<file path="config.mk">
export PLATFORM = sky130hd
export DESIGN_NAME = bresenham_line_rasterizer
export DESIGN_NICKNAME = d
export VERILOG_FILES = /design/src/hw/rtl/bres_pkg.sv /design/src/hw/rtl/bres_setup.sv /design/src/hw/rtl/bres_walk.sv /design/src/hw/rtl/bresenham_line_rasterizer.sv
export SDC_FILE = /design/constraint.sdc
export NUM_CORES = 1
export LEC_CHECK = 0
export BUFFER_PORTS_ARGS = -buffer_cell sky130_fd_sc_hd__buf_4
export CAP_MARGIN = 15
export CORE_AREA = 8 8 248 203
export CTS_BUF_LIST = sky130_fd_sc_hd__clkbuf_8
export DETAILED_ROUTE_END_ITERATION = 12
export DIE_AREA = 0 0 256 211
export PLACE_DENSITY = 0.49
export RECOVER_POWER = 25
export SLEW_MARGIN = 20
export SYNTH_ARGS = -nofsm -noshare
export SYNTH_HDL_FRONTEND = slang
export SYNTH_SLANG_ARGS = --single-unit
</file>
<file path="constraint.sdc">
create_clock -name clk_i -period 17.81 [get_ports clk_i]
set_input_delay 2.6715 -clock clk_i [delete_from_list [all_inputs] [get_ports clk_i]]
set_output_delay 2.6715 -clock clk_i [all_outputs]
set_load 0.005 [all_outputs]
</file>
<file path="src/hw/rtl/bres_pkg.sv">
package bres_pkg;

  // Coordinate width used by default on the top level.
  localparam int unsigned COORD_BITS_DEFAULT = 12;

  // Kind of an input item, carried on tuser.
  typedef enum logic {
    MODE_START = 1'b0,
    MODE_NEXT  = 1'b1
  } mode_e;

  // Width of a stream data bus that holds the given number of bits, padded to whole bytes.
  function automatic int unsigned pad_to_bytes(input int unsigned bits);
    pad_to_bytes = ((bits + 7) / 8) * 8;
  endfunction

endpackage

</file>
<file path="src/hw/rtl/bres_setup.sv">
module bres_setup #(
  parameter int unsigned COORD_BITS = bres_pkg::COORD_BITS_DEFAULT
) (
  input  logic [COORD_BITS-1:0]        start_x_i,
  input  logic [COORD_BITS-1:0]        start_y_i,
  input  logic [COORD_BITS-1:0]        end_x_i,
  input  logic [COORD_BITS-1:0]        end_y_i,
  output logic [COORD_BITS-1:0]        maj_start_o,
  output logic [COORD_BITS-1:0]        min_start_o,
  output logic [COORD_BITS-1:0]        dmaj_o,
  output logic signed [COORD_BITS+1:0] err_init_o,
  output logic [COORD_BITS:0]          step_straight_o,
  output logic signed [COORD_BITS+1:0] step_diag_o,
  output logic                         swapped_o,
  output logic                         down_o
);

  logic [COORD_BITS-1:0] adx;
  logic [COORD_BITS-1:0] ady;
  logic [COORD_BITS-1:0] p_maj;
  logic [COORD_BITS-1:0] p_min;
  logic [COORD_BITS-1:0] q_maj;
  logic [COORD_BITS-1:0] q_min;
  logic [COORD_BITS-1:0] b_maj;
  logic [COORD_BITS-1:0] b_min;
  logic [COORD_BITS-1:0] dmin;
  logic                  reorder;

  always_comb begin
    adx = (end_x_i > start_x_i) ? (end_x_i - start_x_i) : (start_x_i - end_x_i);
    ady = (end_y_i > start_y_i) ? (end_y_i - start_y_i) : (start_y_i - end_y_i);

    // A tie between the two spans keeps x as the major axis.
    swapped_o = ady > adx;
    if (swapped_o) begin
      p_maj = start_y_i;
      p_min = start_x_i;
      q_maj = end_y_i;
      q_min = end_x_i;
    end else begin
      p_maj = start_x_i;
      p_min = start_y_i;
      q_maj = end_x_i;
      q_min = end_y_i;
    end

    // Walk along the major axis in increasing order.
    reorder = p_maj > q_maj;
    if (reorder) begin
      maj_start_o = q_maj;
      min_start_o = q_min;
      b_maj       = p_maj;
      b_min       = p_min;
    end else begin
      maj_start_o = p_maj;
      min_start_o = p_min;
      b_maj       = q_maj;
      b_min       = q_min;
    end

    dmaj_o = b_maj - maj_start_o;
    down_o = b_min < min_start_o;
    dmin   = down_o ? (min_start_o - b_min) : (b_min - min_start_o);

    step_straight_o = {dmin, 1'b0};
    step_diag_o     = $signed({1'b0, dmin, 1'b0}) - $signed({1'b0, dmaj_o, 1'b0});
    err_init_o      = $signed({1'b0, dmin, 1'b0}) - $signed({2'b00, dmaj_o});
  end

endmodule

</file>
<file path="src/hw/rtl/bres_walk.sv">
module bres_walk #(
  parameter int unsigned COORD_BITS = bres_pkg::COORD_BITS_DEFAULT
) (
  input  logic                         clk_i,
  input  logic                         rst_ni,
  input  logic                         fire_i,
  input  bres_pkg::mode_e              mode_i,
  input  logic [COORD_BITS-1:0]        maj_start_i,
  input  logic [COORD_BITS-1:0]        min_start_i,
  input  logic [COORD_BITS-1:0]        dmaj_i,
  input  logic signed [COORD_BITS+1:0] err_init_i,
  input  logic [COORD_BITS:0]          step_straight_i,
  input  logic signed [COORD_BITS+1:0] step_diag_i,
  input  logic                         swapped_i,
  input  logic                         down_i,
  output logic                         res_valid_o,
  output logic [COORD_BITS-1:0]        pixel_x_o,
  output logic [COORD_BITS-1:0]        pixel_y_o,
  output logic                         last_o
);

  // The state holds the pixel last emitted and the error term before its step.
  logic                         active_q, active_d;
  logic [COORD_BITS-1:0]        maj_q, maj_d;
  logic [COORD_BITS-1:0]        min_q, min_d;
  logic signed [COORD_BITS+1:0] err_q, err_d;
  logic [COORD_BITS:0]          straight_q, straight_d;
  logic signed [COORD_BITS+1:0] diag_q, diag_d;
  logic [COORD_BITS-1:0]        left_q, left_d;
  logic                         swapped_q, swapped_d;
  logic                         down_q, down_d;

  logic [COORD_BITS-1:0]        maj_adv;
  logic [COORD_BITS-1:0]        min_adv;
  logic signed [COORD_BITS+1:0] err_adv;

  always_comb begin
    maj_adv = maj_q + 1'b1;
    if (!err_q[COORD_BITS+1]) begin
      err_adv = err_q + diag_q;
      min_adv = down_q ? (min_q - 1'b1) : (min_q + 1'b1);
    end else begin
      err_adv = err_q + $signed({1'b0, straight_q});
      min_adv = min_q;
    end
  end

  always_comb begin
    active_d    = active_q;
    maj_d       = maj_q;
    min_d       = min_q;
    err_d       = err_q;
    straight_d  = straight_q;
    diag_d      = diag_q;
    left_d      = left_q;
    swapped_d   = swapped_q;
    down_d      = down_q;
    res_valid_o = 1'b0;
    last_o      = 1'b0;

    if (fire_i) begin
      if (mode_i == bres_pkg::MODE_START) begin
        // A new line drops whatever line was in progress.
        maj_d       = maj_start_i;
        min_d       = min_start_i;
        err_d       = err_init_i;
        straight_d  = step_straight_i;
        diag_d      = step_diag_i;
        left_d      = dmaj_i;
        swapped_d   = swapped_i;
        down_d      = down_i;
        active_d    = dmaj_i != '0;
        res_valid_o = 1'b1;
        last_o      = dmaj_i == '0;
      end else if (active_q) begin
        maj_d       = maj_adv;
        min_d       = min_adv;
        err_d       = err_adv;
        left_d      = left_q - 1'b1;
        active_d    = left_q != COORD_BITS'(1);
        res_valid_o = 1'b1;
        last_o      = left_q == COORD_BITS'(1);
      end
    end

    pixel_x_o = swapped_d ? min_d : maj_d;
    pixel_y_o = swapped_d ? maj_d : min_d;
  end

  always_ff @(posedge clk_i or negedge rst_ni) begin
    if (!rst_ni) begin
      active_q <= 1'b0;
    end else begin
      active_q <= active_d;
    end
  end

  always_ff @(posedge clk_i) begin
    maj_q      <= maj_d;
    min_q      <= min_d;
    err_q      <= err_d;
    straight_q <= straight_d;
    diag_q     <= diag_d;
    left_q     <= left_d;
    swapped_q  <= swapped_d;
    down_q     <= down_d;
  end

  a_active_has_pixels: assert property (@(posedge clk_i) disable iff (!rst_ni)
    active_q |-> left_q != '0)
    else $error("line in progress with no pixels left");

  a_start_emits: assert property (@(posedge clk_i) disable iff (!rst_ni)
    fire_i && mode_i == bres_pkg::MODE_START |-> res_valid_o)
    else $error("start item produced no pixel");

  a_last_ends_line: assert property (@(posedge clk_i) disable iff (!rst_ni)
    res_valid_o && last_o |=> !active_q)
    else $error("line still active after its final pixel");

endmodule

</file>
<file path="src/hw/rtl/bresenham_line_rasterizer.sv">
// Bresenham line rasterizer for all octants. A start item (tuser low) carries two endpoints
// in tdata and yields the first pixel of the line at once; each advance item (tuser high)
// yields the next pixel, and the final pixel of a line comes out with tlast set. An advance
// item with no line in progress yields nothing, and a start item abandons any line still
// being drawn. The block takes one item per clock cycle while the output register is free or
// being drained. An accepted item waits in the input register; then the setup or the error-term
// step updates the line state and loads the output register in the same cycle. The sustained
// rate of one pixel per cycle, when the output does not stall, is set by that error-term add,
// whose result feeds the next item directly.
module bresenham_line_rasterizer #(
  parameter int unsigned COORD_BITS = bres_pkg::COORD_BITS_DEFAULT
) (
  input  logic                                             clk_i,
  input  logic                                             rst_ni,
  input  logic                                             s_axis_tvalid_i,
  output logic                                             s_axis_tready_o,
  // start_x, start_y, end_x, end_y from the lowest bit up
  input  logic [bres_pkg::pad_to_bytes(4*COORD_BITS)-1:0]  s_axis_tdata_i,
  // mode
  input  logic                                             s_axis_tuser_i,
  output logic                                             m_axis_tvalid_o,
  input  logic                                             m_axis_tready_i,
  // pixel_x, pixel_y from the lowest bit up
  output logic [bres_pkg::pad_to_bytes(2*COORD_BITS)-1:0]  m_axis_tdata_o,
  output logic                                             m_axis_tlast_o
);

  localparam int unsigned C = COORD_BITS;

  logic                  in_valid_q;
  bres_pkg::mode_e       in_mode_q;
  logic [C-1:0]          in_sx_q, in_sy_q, in_ex_q, in_ey_q;
  logic                  proceed;
  logic                  in_take;

  logic                  out_valid_q, out_valid_d;
  logic [C-1:0]          out_x_q, out_y_q;
  logic                  out_last_q;

  logic [C-1:0]          maj_start, min_start, dmaj;
  logic signed [C+1:0]   err_init, step_diag;
  logic [C:0]            step_straight;
  logic                  swapped, down;

  logic                  res_valid, res_last;
  logic [C-1:0]          res_x, res_y;

  // The held item moves on whenever the output register is free or being drained.
  assign proceed         = in_valid_q && (!out_valid_q || m_axis_tready_i);
  assign s_axis_tready_o = !in_valid_q || proceed;
  assign in_take         = s_axis_tvalid_i && s_axis_tready_o;

  always_ff @(posedge clk_i or negedge rst_ni) begin
    if (!rst_ni) begin
      in_valid_q <= 1'b0;
    end else if (s_axis_tready_o) begin
      in_valid_q <= s_axis_tvalid_i;
    end
  end

  always_ff @(posedge clk_i) begin
    if (in_take) begin
      in_mode_q <= bres_pkg::mode_e'(s_axis_tuser_i);
      in_sx_q   <= s_axis_tdata_i[C-1:0];
      in_sy_q   <= s_axis_tdata_i[2*C-1:C];
      in_ex_q   <= s_axis_tdata_i[3*C-1:2*C];
      in_ey_q   <= s_axis_tdata_i[4*C-1:3*C];
    end
  end

  bres_setup #(
    .COORD_BITS (COORD_BITS)
  ) u_setup (
    .start_x_i       (in_sx_q),
    .start_y_i       (in_sy_q),
    .end_x_i         (in_ex_q),
    .end_y_i         (in_ey_q),
    .maj_start_o     (maj_start),
    .min_start_o     (min_start),
    .dmaj_o          (dmaj),
    .err_init_o      (err_init),
    .step_straight_o (step_straight),
    .step_diag_o     (step_diag),
    .swapped_o       (swapped),
    .down_o          (down)
  );

  bres_walk #(
    .COORD_BITS (COORD_BITS)
  ) u_walk (
    .clk_i           (clk_i),
    .rst_ni          (rst_ni),
    .fire_i          (proceed),
    .mode_i          (in_mode_q),
    .maj_start_i     (maj_start),
    .min_start_i     (min_start),
    .dmaj_i          (dmaj),
    .err_init_i      (err_init),
    .step_straight_i (step_straight),
    .step_diag_i     (step_diag),
    .swapped_i       (swapped),
    .down_i          (down),
    .res_valid_o     (res_valid),
    .pixel_x_o       (res_x),
    .pixel_y_o       (res_y),
    .last_o          (res_last)
  );

  always_comb begin
    out_valid_d = out_valid_q;
    if (proceed) begin
      out_valid_d = res_valid;
    end else if (m_axis_tready_i) begin
      out_valid_d = 1'b0;
    end
  end

  always_ff @(posedge clk_i or negedge rst_ni) begin
    if (!rst_ni) begin
      out_valid_q <= 1'b0;
    end else begin
      out_valid_q <= out_valid_d;
    end
  end

  always_ff @(posedge clk_i) begin
    if (proceed && res_valid) begin
      out_x_q    <= res_x;
      out_y_q    <= res_y;
      out_last_q <= res_last;
    end
  end

  always_comb begin
    m_axis_tdata_o           = '0;
    m_axis_tdata_o[C-1:0]    = out_x_q;
    m_axis_tdata_o[2*C-1:C]  = out_y_q;
  end

  assign m_axis_tvalid_o = out_valid_q;
  assign m_axis_tlast_o  = out_last_q;

  a_stall_only_when_full: assert property (@(posedge clk_i) disable iff (!rst_ni)
    !s_axis_tready_o |-> in_valid_q && out_valid_q && !m_axis_tready_i)
    else $error("input stalled without a blocked result");

  a_result_not_lost: assert property (@(posedge clk_i) disable iff (!rst_ni)
    out_valid_q && !m_axis_tready_i |-> !proceed)
    else $error("held result overwritten");

endmodule
</file>
==> impl_metrics.ini <==
[cts]
ctsResizeCount = 0
cts-root-buf = clkbuf_8
post_cts_buffers = 0
h-tree-depth = 4
cts.sinks = 153
cts_buffers = 17
cts_buffer_depth = 2
clk_pin_slew_ns = 0.10
ctsHoldBuffers = 0
cts_tree = built
clkLatencyLatePin_ns = 0.52

[layout]
final_core_util_pct = 33.1
area.growth.synth_to_final_pct = 11.9
fillers = 4808
drive_gt1_share_pct = 10.1
final_nets = 1834
finalNonFillerCells = 2271
diodes = 0

[timing]
slew-limit-headroom_pct = -97.3
setup_viol = 0
layout_min_cycle_time_ns = 15.63
maxSlewViolCount = 50
finalHoldViolations = 0
setup_tns_ns = 0
worst_slew_pin_slew_ns = 2.96
period_share_pct = 87.7
max_clock_freq_mhz = 64.0
rsz0062_at_grt = no
fin_skew_ns = 0.0194

[placed_design]
dp.cells = 2239
routabilityCongestion = 0.960
numPortBuffers = 79
hpwl_um = 35300

[synth]
synthArstFlopShare_pct = 1.96
synth_ff_type = edfxtp_1
ys_seq_area_share_pct = 31.6
syn_area_um2 = 13700
synth_edf_count = 125
synth_top_area_share_pct = 27.4
ys_ff_latch = 153
synth_area_leaders = edfxtp_1, ha_1, a21oi_1
avgSynthCellArea_um2 = 8.64
synth.distinct_cells = 83
ys_warn_count = 0
postSynthNetCount = 1780
yosysTopAreaCell = edfxtp_1
synthCells = 1584

[setup_path]
r2r-start = in_ex_q[0]
cp.arrival_ns = 15.91
cpPeakStageDelay_ns = 0.69
required_ns = 18.09
crit_family = compound AO/OA/AOI/OAI gates
slowest_stage = a21oi_4
crit_buf_inv = 4
worst_path_most_repeated_cell = a21o_1
cp-start-kind = register
crit_type = reg2reg
end_kind = register
crit_path_start = in_ex_q[0]
cp_max_fo = 31

[routing]
wl_met2_um = 19100
drtAntennaViolNets = 0
route.top_layer_used = met5
first_pass_iters = 5
viasPerCell = 5.24
routedWlPerCell_um = 19.5
wl_met1_um = 22100
vias = 11900
routed_wl_um = 44300
wl_met3_um = 2510
drt_iter0_markers = 925
drcViolationCount = 0

[global_route]
grt_pass1_vias = 11500
grt_usage_pct = 16.2
antenna_found_initial = 2
grt_pass1_wl_um = 68500
overflow = 0
grt_start_max_net_pins = 63

[floorplanning]
die-area_um2 = 54000
die_h_um = 211
rows = 71
start_util_pct = 29.6
io_pins = 80
die_w_um = 256
core_area_um2 = 46300

[hold_path]
min_from = u_walk.maj_q[8]
hp-class = reg2reg

[outcome]
outcome = finished, violations left
violations = capacitance limit, slew limit

[run]
cap_violations = 1
cell usage after synthesis, types with 19 or more instances:
| cell | instances |
|---|---|
| dfxtp_1 | 25 |
| a21o_1 | 51 |
| ha_1 | 134 |
| o211ai_1 | 24 |
| nand2_1 | 162 |
| inv_1 | 132 |
| mux2i_1 | 58 |
| xor2_1 | 26 |
| nor2_1 | 111 |
| mux2_2 | 19 |
| nor3_1 | 29 |
| edfxtp_1 | 125 |
| xnor2_1 | 56 |
| o21bai_1 | 23 |
| nand3_1 | 32 |
| a21oi_1 | 141 |
| clkbuf_1 | 39 |
| o21ai_0 | 113 |
logic make-up (layout without fill, tap and decap cells):
kind of cell | after synthesis | count (layout) | share of synthesized area (%)
buffers and inverters | 192 | 259 | 5.38
and+or+nand+nor | 450 | 450 | 15.3
xor gates and xnor gates | 82 | 82 | 5.25
muxes | 77 | 77 | 5.81
DFF | 153 | 153 | 31.6
AOI/OAI and AO/OA | 484 | 484 | 22.8
adders and majority gates | 146 | 146 | 13.8
path summary, 6_finish.rpt:
kind | cells after the start | to | slack (ns)
min in group asynchronous | 1 | in_valid_q | 1.94
worst min register to register | 2 | u_walk.maj_q[8] | 0.55
max in group asynchronous | 1 | m_axis_tvalid_o | 15.72
worst max register to register | 64 | u_walk.err_q[12] | 2.18
worst min-delay path | 2 | u_walk.maj_q[8] | 0.55
worst max-delay path | 64 | u_walk.err_q[12] | 2.18
cells in the final DEF, fill, tap and decap left out, types with 5 or more instances in the layout:
master     count
nor2b_1       15
a2111oi_0      9
o21a_1         9
nand3_1       32
xnor2_1       56
or3_1         13
dfxtp_1       25
o211ai_1      24
o31ai_1       17
nand4_1       15
a31oi_1        5
o21ai_1        5
a211o_1        5
buf_4         41
and3_1        15
clkbuf_8      18
xor2_1        26
o21bai_1      23
or2_2          5
nor3_1        29
fa_1           9
ha_1         134
mux2_2        19
nand2_1      162
and2_1        13
o22ai_1       11
and4_1         6
nor2_1       111
a211oi_1      18
nor4_1         6
nand2b_1      18
inv_1        131
a21oi_1      141
clkbuf_4      49
edfxtp_1     125
o221ai_1       8
o21ai_0      113
a21o_1        51
mux2i_1       58
layer usage:
metal,global-route usage (%),vias to the layer above
met5,0,-
met1,23.0,5725
met4,3.78,2
met3,3.37,38
li1,-,5863
met2,25.0,278
per-stage QoR:
stage	hold slack (ns)	setup WS, ns	area (um^2)
3_5_place_dp	0.533	2.43	14900
2_1_floorplan	0.498	3.04	13700
5_1_grt	0.578	0.844	15300
6_report	0.546	2.18	15300
3_3_place_gp	0.524	2.54	14900
4_1_cts	0.551	2.33	15300
registers in the layout, summed over array words and instances (netlist names), 12 cells and up:
signal / count
in_ex_q: 12
in_ey_q: 12
in_sx_q: 12
in_sy_q: 12
out_x_q: 12
out_y_q: 12
u_walk.diag_q: 13
u_walk.err_q: 13
u_walk.left_q: 12
u_walk.maj_q: 12
u_walk.min_q: 12
u_walk.straight_q: 12
worst reg2reg max path: cells and delay by family (launching register included):
kind / cells / cell delay, ns
buffers and inverters: 4 / 0.97
AND/OR/NAND/NOR: 16 / 2.77
multiplexers: 4 / 0.81
flip-flops: 1 / 0.48
AO/OA/AOI/OAI: 32 / 7.90
adder cells (fa/ha/maj): 7 / 2.34
XOR/XNOR: 1 / 0.14
cell type report:
type	instances	area (um^2)	area share, %
Multi-Input combinational cell	1239	8630	56.4
Sequential cell	153	4330	28.3
Tap cell	620	776	5.07
Timing Repair Buffer	94	691	4.51
Inverter	133	504	3.29
Clock buffer	18	248	1.62
Clock inverter	14	130	0.850
Power is not shown: default switching activity piles up to over one toggle a cycle in this logic, so the estimate is an artifact.
